[src/design/dwf_pkg.sv]
package dwf_pkg;

   // Request function codes.
   localparam logic FUNC_PUSH = 1'b0;
   localparam logic FUNC_POP  = 1'b1;

   // Response status codes.
   localparam logic [2:0] STATUS_QUEUED = 3'd0;
   localparam logic [2:0] STATUS_DUP    = 3'd1;
   localparam logic [2:0] STATUS_FULL   = 3'd2;
   localparam logic [2:0] STATUS_POPPED = 3'd3;
   localparam logic [2:0] STATUS_EMPTY  = 3'd4;

   // One queued work entry as it sits in the entry memory.
   typedef struct packed {
      logic [31:0] handler;
      logic [31:0] argument;
   } entry_type;

   // Request transaction payload.
   typedef struct packed {
      logic        func;
      logic [31:0] handler_addr;
      logic [31:0] argument;
   } req_type;

   // Response transaction payload.
   typedef struct packed {
      logic [2:0]  status;
      logic [31:0] out_handler;
      logic [31:0] out_argument;
      logic [3:0]  fill_level;
   } rsp_type;

   // Control sequencer states.
   typedef enum logic [1:0] {
      ST_IDLE,
      ST_SCAN,
      ST_POP_READ,
      ST_FINISH
   } state_type;

endpackage

[src/design/dwf_entry_ram.sv]
module dwf_entry_ram
   import dwf_pkg::*;
#(
   parameter int DEPTH = 8,
   parameter int AW    = 3
) (
   input  logic          clock,
   input  logic          wr_en,
   input  logic [AW-1:0] wr_addr,
   input  entry_type     wr_data,
   input  logic [AW-1:0] rd_addr,
   output entry_type     rd_data
);

   entry_type mem [DEPTH];
   entry_type rd_data_ff;

   // Single write port.
   always_ff @(posedge clock) begin
      if (wr_en) begin
         mem[wr_addr] <= wr_data;
      end
   end

   // Registered read port.
   always_ff @(posedge clock) begin
      rd_data_ff <= mem[rd_addr];
   end

   assign rd_data = rd_data_ff;

endmodule

[src/design/dedup_work_fifo.sv]
// Work queue with duplicate suppression.
// The req_ channel carries one transaction per request: a push of a handler
// address and argument pair, or a pop of the oldest entry. The rsp_ channel
// returns exactly one transaction per request with a status, the popped
// pair (zero unless popped) and the fill level after the request.
// A push reads every queued entry from the entry memory, one read per cycle
// starting at the head, and compares each against the new pair; a duplicate
// found early ends the scan sooner. A pop reads the head entry and then
// finishes; an empty pop finishes without a memory read. The entry memory
// has a single read port, so entries are read one at a time. One request
// is in flight at a time; req_ready is high only while the sequencer idles,
// so the next request can be taken in the cycle after the response is loaded.
// The response sits in an output register, so a new request is accepted
// and worked on while an earlier response waits for rsp_ready. If the
// receiver stalls, the finished result is held until the register frees.
// Reset empties the queue at once; the entry memory itself is not cleared,
// as only written entries are ever read.
module dedup_work_fifo
   import dwf_pkg::*;
#(
   parameter int DEPTH = 8
) (
   input  logic    clock,
   input  logic    reset,
   input  logic    req_valid,
   output logic    req_ready,
   input  req_type req_data,
   output logic    rsp_valid,
   input  logic    rsp_ready,
   output rsp_type rsp_data
);

   localparam int AW = (DEPTH > 1) ? $clog2(DEPTH) : 1;
   localparam int CW = $clog2(DEPTH + 1);

   state_type      state_ff, state_in;
   entry_type      key_ff, key_in;
   logic [AW-1:0]  rd_slot_ff, rd_slot_in;
   logic [AW-1:0]  wr_slot_ff, wr_slot_in;
   logic [CW-1:0]  count_ff, count_in;
   logic [AW-1:0]  scan_addr_ff, scan_addr_in;
   logic [CW-1:0]  scan_left_ff, scan_left_in;
   logic           pend_ff, pend_in;
   logic [2:0]     res_status_ff, res_status_in;
   entry_type      res_entry_ff, res_entry_in;
   rsp_type        rsp_data_ff, rsp_data_in;
   logic           rsp_valid_ff, rsp_valid_in;

   logic           mem_we;
   logic [AW-1:0]  mem_rd_addr;
   entry_type      mem_rd_data;
   logic           hit;

   function automatic logic [AW-1:0] slot_inc(input logic [AW-1:0] slot);
      logic [AW-1:0] nxt;
      if (slot == AW'(DEPTH - 1)) begin
         nxt = '0;
      end else begin
         nxt = slot + AW'(1);
      end
      return nxt;
   endfunction

   dwf_entry_ram #(
      .DEPTH (DEPTH),
      .AW    (AW)
   ) u_ram (
      .clock   (clock),
      .wr_en   (mem_we),
      .wr_addr (wr_slot_ff),
      .wr_data (key_ff),
      .rd_addr (mem_rd_addr),
      .rd_data (mem_rd_data)
   );

   // Control registers.
   always_ff @(posedge clock) begin
      if (reset) begin
         state_ff     <= ST_IDLE;
         rd_slot_ff   <= '0;
         wr_slot_ff   <= '0;
         count_ff     <= '0;
         pend_ff      <= 1'b0;
         rsp_valid_ff <= 1'b0;
      end else begin
         state_ff     <= state_in;
         rd_slot_ff   <= rd_slot_in;
         wr_slot_ff   <= wr_slot_in;
         count_ff     <= count_in;
         pend_ff      <= pend_in;
         rsp_valid_ff <= rsp_valid_in;
      end
   end

   // Payload registers.
   always_ff @(posedge clock) begin
      key_ff        <= key_in;
      scan_addr_ff  <= scan_addr_in;
      scan_left_ff  <= scan_left_in;
      res_status_ff <= res_status_in;
      res_entry_ff  <= res_entry_in;
      rsp_data_ff   <= rsp_data_in;
   end

   // The entry read last cycle matches the pushed pair.
   assign hit = pend_ff && (mem_rd_data == key_ff);

   // Sequencer: next state, memory access and result capture.
   always_comb begin
      state_in      = state_ff;
      key_in        = key_ff;
      rd_slot_in    = rd_slot_ff;
      wr_slot_in    = wr_slot_ff;
      count_in      = count_ff;
      scan_addr_in  = scan_addr_ff;
      scan_left_in  = scan_left_ff;
      pend_in       = 1'b0;
      res_status_in = res_status_ff;
      res_entry_in  = res_entry_ff;
      rsp_data_in   = rsp_data_ff;
      rsp_valid_in  = rsp_valid_ff;
      mem_we        = 1'b0;
      mem_rd_addr   = scan_addr_ff;

      // The receiver took the waiting response.
      if (rsp_valid_ff && rsp_ready) begin
         rsp_valid_in = 1'b0;
      end

      unique case (state_ff)
         ST_IDLE: begin
            if (req_valid) begin
               key_in = '{handler: req_data.handler_addr, argument: req_data.argument};
               if (req_data.func == FUNC_PUSH) begin
                  scan_addr_in = rd_slot_ff;
                  scan_left_in = count_ff;
                  state_in     = ST_SCAN;
               end else if (count_ff == '0) begin
                  res_status_in = STATUS_EMPTY;
                  res_entry_in  = '0;
                  state_in      = ST_FINISH;
               end else begin
                  mem_rd_addr = rd_slot_ff;
                  state_in    = ST_POP_READ;
               end
            end
         end

         ST_SCAN: begin
            priority if (hit) begin
               res_status_in = STATUS_DUP;
               res_entry_in  = '0;
               state_in      = ST_FINISH;
            end else if (scan_left_ff != '0) begin
               // Issue the next read; its data is compared next cycle.
               mem_rd_addr  = scan_addr_ff;
               scan_addr_in = slot_inc(scan_addr_ff);
               scan_left_in = scan_left_ff - CW'(1);
               pend_in      = 1'b1;
            end else if (count_ff == CW'(DEPTH)) begin
               res_status_in = STATUS_FULL;
               res_entry_in  = '0;
               state_in      = ST_FINISH;
            end else begin
               mem_we        = 1'b1;
               wr_slot_in    = slot_inc(wr_slot_ff);
               count_in      = count_ff + CW'(1);
               res_status_in = STATUS_QUEUED;
               res_entry_in  = '0;
               state_in      = ST_FINISH;
            end
         end

         ST_POP_READ: begin
            res_status_in = STATUS_POPPED;
            res_entry_in  = mem_rd_data;
            rd_slot_in    = slot_inc(rd_slot_ff);
            count_in      = count_ff - CW'(1);
            state_in      = ST_FINISH;
         end

         ST_FINISH: begin
            // Move the result into the output register once it is free.
            if (!rsp_valid_ff || rsp_ready) begin
               rsp_data_in.status       = res_status_ff;
               rsp_data_in.out_handler  = res_entry_ff.handler;
               rsp_data_in.out_argument = res_entry_ff.argument;
               rsp_data_in.fill_level   = 4'(count_ff);
               rsp_valid_in             = 1'b1;
               state_in                 = ST_IDLE;
            end
         end

         default: begin
            state_in = ST_IDLE;
         end
      endcase
   end

   assign req_ready = (state_ff == ST_IDLE);
   assign rsp_valid = rsp_valid_ff;
   assign rsp_data  = rsp_data_ff;

endmodule

[config.mk]
export PLATFORM = sky130hd
export DESIGN_NAME = dedup_work_fifo
export DESIGN_NICKNAME = d
export VERILOG_FILES = /design/src/design/dwf_pkg.sv /design/src/design/dwf_entry_ram.sv /design/src/design/dedup_work_fifo.sv
export SDC_FILE = /design/constraint.sdc
export NUM_CORES = 1
export LEC_CHECK = 0
export BUFFER_PORTS_ARGS = -buffer_cell sky130_fd_sc_hd__buf_2
export CORE_UTILIZATION = 35
export CTS_CLUSTER_DIAMETER = 150
export CTS_CLUSTER_SIZE = 8
export DETAILED_ROUTE_END_ITERATION = 8
export GPL_ROUTABILITY_DRIVEN = 0
export PLACE_DENSITY = 0.54
export SLEW_MARGIN = 40
export SYNTH_ARGS = -nofsm -noshare
export SYNTH_HDL_FRONTEND = slang
export SYNTH_SLANG_ARGS = --single-unit
[constraint.sdc]
create_clock -name clock -period 9.74 [get_ports clock]
set_input_delay 1.948 -clock clock [delete_from_list [all_inputs] [get_ports clock]]
set_output_delay 1.948 -clock clock [all_outputs]
set_load 0.01 [all_outputs]
==> impl_metrics.json, run 1 <==
{
  "synth_commonest_cells": "721 x edfxtp_1, 395 x nand2_1, 132 x nand3_1",
  "crit_path_max_fanout": 37,
  "crit_path_start": "key_ff[45]",
  "whs_ps": 413,
  "vias": 16638,
  "cts_tree": "done",
  "finalClockSkew_ps": 30.3,
  "finalHoldViolations": 0,
  "drive_gt1_frac": 0.143,
  "required_ps": 10020,
  "cts-root-buf": "clkbuf_16",
  "r2r_start": "key_ff[45]",
  "synth_top_area_share": 0.733,
  "ant_nets": 0,
  "grt_pass1_wl_microns": 110000,
  "clock_latency_ps": 670,
  "tightestPinTransition_ps": 868,
  "synth.most_common_cell": "edfxtp_1",
  "syn2layout_area_growth_pct": 18.1,
  "yosysWarnings": 0,
  "drt-total-wl_microns": 75000,
  "n_antenna_cell": 0,
  "synth.area.top_cells": "edfxtp_1 73%, dfxtp_1 5.3%, nand2_1 5.0%",
  "slew_headroom": 0.421,
  "setup_viol": 0,
  "h-tree-depth": 3,
  "drc": 0,
  "critPathKind": "flip-flop to flip-flop",
  "min_to": "rsp_data[66]",
  "drt-initial-drc-count": 1267,
  "syn_nets": 1998,
  "outcome": "finished clean",
  "grt_pass1_vias": 16646,
  "r2r_cells": 7,
  "fmaxAchievable_mhz": 231,
  "coreArea_sq_mm": 0.0836,
  "hold_depth": 0,
  "ys.flop_type": "edfxtp_1",
  "period_needed_ps": 4320,
  "cts.path.max_buffers": 3,
  "power_mw": 11.0,
  "cts_resized": 0,
  "postSynthAreaPerCell_sq_um": 15.4,
  "cts_buffers": 109,
  "rows": 106,
  "synth_top_area_cell": "edfxtp_1",
  "hold_start": "res_entry_ff[62]",
  "ys_types": 56,
  "rr_endpoint": "res_entry_ff[62]",
  "reg2reg_slack_ps": 5420,
  "grt_max_degree": 110,
  "overflow": 0,
  "die_area_sq_mm": 0.0855,
  "clock_sinks": 799,
  "detail_route.vias_per_cell": 5.07,
  "worstSetupEndpointType": "flip-flop",
  "antenna_found_initial": 1,
  "die_w_microns": 292,
  "async_flop_share": 0,
  "setup_tns_ps": 0,
  "synth_edf_count": 721,
  "peakVddDrop_mv": 0.180,
  "leakagePower_nw": 12.1,
  "dp_hpwl_microns": 41100,
  "postCtsSetupRepairBufs": 0,
  "initial_core_util": 0.353,
  "synth_cells": 1914,
  "cts.reportedPaths.clkPinSlew_ps": 50,
  "layout.nets": 2193,
  "finalCritPeriodShare": 0.444,
  "rsz0062_at_grt": "false",
  "yosysSeqAreaShare": 0.786,
  "wl_per_cell_microns": 22.9,
  "power.density_mw_per_mm2": 314,
  "ctsHoldBuffers": 0,
  "drv_slew": 0,
  "arrival_ps": 4600,
  "drt-pass1-iter-count": 5,
  "ys_ff_latch": 799,
  "io_pins": 142,
  "portBuffers": 141,
  "syn_area_sq_mm": 0.0295,
  "maxCapViolCount": 0,
  "hp-class": "flip-flop to flip-flop",
  "grt_util_all_layers": 0.174,
  "start_kind": "flip-flop",
  "die_h_microns": 292
}
registers in the layout, indices dropped and copies added, names as in the netlist:
name and cells:
count_ff 4, key_ff 64, pend_ff 1, rd_slot_ff 3
res_entry_ff 64, res_status_ff 3, rsp_data 71, rsp_valid 1
scan_addr_ff 3, scan_left_ff 4, state_ff 2, u_ram.mem 512
u_ram.rd_data 64, wr_slot_ff 3
worst max-delay path: stages, from the launching register on:
cell and delay, ps:
edfxtp_1 520, xnor2_1 510, nand3_1 270, nor3_1 670, and4_1 500, a21o_1 240, o211a_4 520, buf_4 640
logic make-up (layout without fill, tap and decap cells):
kind of cell	after synthesis	after routing	share of synthesized area
adders and majority gates	15	15	0.00661
DFF	799	799	0.786
buffers and inverters	112	397	0.0165
muxes	80	80	0.0274
and+or+nand+nor	752	752	0.119
AOI/OAI and AO/OA	107	107	0.0295
xor gates and xnor gates	49	49	0.0145
routing by layer:
layer / wire length (microns) / global-route usage / part of all wire / vias to the layer above
met5: 0 / 0 / 0 / -
met4: 1080 / 0.0457 / 0.014 / 0
met3: 4680 / 0.0305 / 0.062 / 77
li1: - / - / - / 7499
met1: 33800 / 0.245 / 0.45 / 8509
met2: 35400 / 0.279 / 0.47 / 553
placed cells by master, fill, tap and decap left out, types with 5 or more instances in the layout:
| cell type | count |
|---|---|
| nor4_1 | 5 |
| buf_6 | 8 |
| nor3_1 | 5 |
| buf_4 | 19 |
| clkbuf_1 | 85 |
| and3_1 | 65 |
| a21oi_1 | 9 |
| ha_1 | 13 |
| buf_2 | 141 |
| nand2b_1 | 21 |
| nand3_1 | 132 |
| inv_1 | 21 |
| a32oi_1 | 64 |
| nor2b_1 | 9 |
| xnor2_1 | 43 |
| nor2_1 | 28 |
| dfxtp_1 | 78 |
| edfxtp_1 | 721 |
| and2_1 | 59 |
| mux2i_1 | 72 |
| xor2_1 | 6 |
| nand4_1 | 11 |
| nand2_1 | 395 |
| clkbuf_16 | 111 |
stage by stage:
step | utilization | cell area, sq um | std cells | setup slack [ps]
4_1_cts | 0.417 | 34800 | 3278 | 5290
3_5_place_dp | 0.379 | 31600 | 3077 | 5190
3_3_place_gp | 0.378 | 31600 | 3074 | 4840
6_report | 0.417 | 34900 | 3279 | 5420
5_1_grt | 0.417 | 34900 | 3279 | 5170
2_1_floorplan | - | 29500 | 1914 | 912
worst max-delay path by stage:
stage	to	depth (start not counted)
floorplan	u_ram.mem[4][0]	8
global placement	u_ram.rd_data[28]	8
detailed placement	u_ram.rd_data[46]	8
CTS	res_entry_ff[62]	7
global route	res_entry_ff[62]	7
finish	res_entry_ff[62]	7
final cells by class:
class / instances / area [sq um]
Timing Repair Buffer: 174 / 1060
Sequential cell: 799 / 23200
Inverter: 22 / 82.6
Clock buffer: 196 / 3100
Clock inverter: 5 / 101
Multi-Input combinational cell: 1003 / 5970
Tap cell: 1080 / 1350
Fill cell: 7624 / 48700
power breakdown:
| group | total (mW) | switching (mW) | internal (mW) |
|---|---|---|---|
| Clock | 3.51 | 1.39 | 2.12 |
| Sequential | 4.85 | 0.366 | 4.48 |
| Combinational | 2.60 | 1.75 | 0.852 |
| Total | 11.0 | 3.50 | 7.46 |
(Power assumes the default switching activity.)
==> run 2, diff against run 1 <==
PLACE_DENSITY = 0.56   (was 0.54)
clock period = 3.75 ns   (was 9.74 ns; I/O delays follow)
==> run 2 against run 1 <==
Against the previous run: sequential share of layout area is 1.2 points lower; global-route usage is 0.082 points higher; routed wire length hardly changed; count of clock-buffer cells in the layout is 3 lower; critical path depth is 1 higher; sequential power grew to 2.6 times the previous value; cell area is 1.9% higher; maximum frequency is 32% higher; register-to-register slack worse by 4900 ps; final cell count is 0.98% higher.
==> impl_metrics.json, run 2 (same netlist as run 1, synthesis figures left out) <==
{
  "power.density_mw_per_mm2": 813,
  "p_comb_frac": 0.249,
  "clock_latency_ps": 670,
  "initial_core_util": 0.353,
  "maxCapViolCount": 0,
  "postCtsSetupRepairBufs": 0,
  "power.clock.fraction": 0.312,
  "hp-class": "input pin to flip-flop",
  "detail_route.vias_per_cell": 5.03,
  "required_ps": 4100,
  "arrival_ps": 3630,
  "cts.path.max_buffers": 3,
  "final_area_sq_mm": 0.0355,
  "final_cell_mix": "721 x edfxtp_1, 395 x nand2_1, 141 x buf_2",
  "outcome": "finished clean",
  "coreArea_sq_mm": 0.0836,
  "dp_hpwl_microns": 45100,
  "rr_endpoint": "u_ram.mem[5][60]",
  "reg2reg_slack_ps": 470,
  "grt_pass1_vias": 16705,
  "drt-total-wl_microns": 74900,
  "slew_headroom": 0.429,
  "period_needed_ps": 3280,
  "drt-initial-drc-count": 1481,
  "cts_resized": 0,
  "cts-root-buf": "clkbuf_16",
  "drive_gt1_frac": 0.157,
  "critPathKind": "flip-flop to flip-flop",
  "drt-pass1-iter-count": 8,
  "wl_per_cell_microns": 22.6,
  "worstSetupEndpointType": "flip-flop",
  "min_to": "key_ff[51]",
  "fmaxAchievable_mhz": 305,
  "pwr-share-seq": 0.439,
  "vias": 16665,
  "die_area_sq_mm": 0.0855,
  "finalHoldViolations": 0,
  "r2r_start": "key_ff[14]",
  "p_sw_frac": 0.321,
  "clock_sinks": 799,
  "regMostFlops": "u_ram.mem",
  "drv_slew": 0,
  "overflow": 0,
  "io_pins": 142,
  "finalClockSkew_ps": 56.5,
  "whs_ps": 257,
  "crit_path_max_fanout": 29,
  "grt_pass1_wl_microns": 110000,
  "antenna_found_initial": 2,
  "placedCellCount": 3110,
  "cts.reportedPaths.clkPinSlew_ps": 50,
  "setup_viol": 0,
  "leakagePower_nw": 12.3,
  "grt_max_degree": 108,
  "ant_nets": 0,
  "hold_depth": 1,
  "rows": 106,
  "tightestPinTransition_ps": 855,
  "portBuffers": 141,
  "hold_start": "req_data[51]",
  "grt_util_all_layers": 0.175,
  "rsz0062_at_grt": "false",
  "syn2layout_area_growth_pct": 20.3,
  "layout.cells.non_filler": 3311,
  "die_h_microns": 292,
  "final_common_cell": "edfxtp_1",
  "largest_reg_flops": 512,
  "h-tree-depth": 3,
  "die_w_microns": 292,
  "drc": 0,
  "internal-power_mw": 19.6,
  "finalCritPeriodShare": 0.875,
  "layout.nets": 2226,
  "cts_buffers": 109,
  "ctsHoldBuffers": 0,
  "start_kind": "flip-flop",
  "power_switching_mw": 9.29,
  "cts_tree": "done",
  "peakVddDrop_mv": 0.517,
  "r2r_cells": 8,
  "placed_cell_area_sq_mm": 0.0324
}
## run 2: changes by cell type in the layout (fill, tap and decap cells not counted), sizes merged
| cell | change |
|---|---|
| buf | +34 |
| clkbuf | -4 |
| diode | +1 |
| inv | +1 |
## run 2: per-stage QoR
stage	power (mW)	util	worst slack [ps]	TNS, ps
global placement	20.0	0.387	235	0
finish	28.9	0.425	467	0
CTS	29.2	0.425	495	0
detailed placement	20.0	0.387	561	0
global route	30.2	0.425	325	0
floorplan	16.8	-	-282	-116490
## run 2: layer usage
layer / vias up / GRT usage / share of wire
met5: - / 0 / 0.00012
met4: 2 / 0.0557 / 0.022
met3: 109 / 0.0332 / 0.065
met2: 595 / 0.273 / 0.46
met1: 8380 / 0.247 / 0.45
li1: 7579 / - / -
## run 2: how the worst max path moves through the flow
stage,from,endpoint,slack [ps]
global placement,key_ff[10],u_ram.mem[3][60],230
finish,key_ff[14],u_ram.mem[5][60],470
global route,key_ff[14],u_ram.mem[3][1],320
floorplan,key_ff[61],u_ram.mem[7][0],-280
CTS,key_ff[12],u_ram.mem[3][1],500
detailed placement,key_ff[14],u_ram.mem[3][15],560
## run 2: final cells by class
class / instances / area (sq um)
clock inverters: 6 / 96.3
multi-input cells: 1003 / 6050
diodes: 1 / 2.50
fillers: 7485 / 48000
clock buffers: 193 / 3040
flip-flops and latches: 799 / 23200
well taps: 1080 / 1350
inverters: 22 / 82.6
repair buffers: 207 / 1690
## run 2: power by group through the flow
stage          Sequential, mW  Combinational [mW]  Clock [mW]
2_1_floorplan            12.4                4.36           0
3_3_place_gp             12.9                7.12           0
3_5_place_dp             12.8                7.19           0
4_1_cts                  12.7                7.22        9.23
5_1_grt                  12.8                7.78        9.58
6_report                 12.7                7.19        9.02
## run 2: critical path, stage by stage, from the launching register on
cell      delay, ps
edfxtp_1        510
xnor2_1         640
nand4_1         350
nor4_1          290
buf_4           170
and4_1          270
and2_4          350
nor4b_4         130
buf_12          200
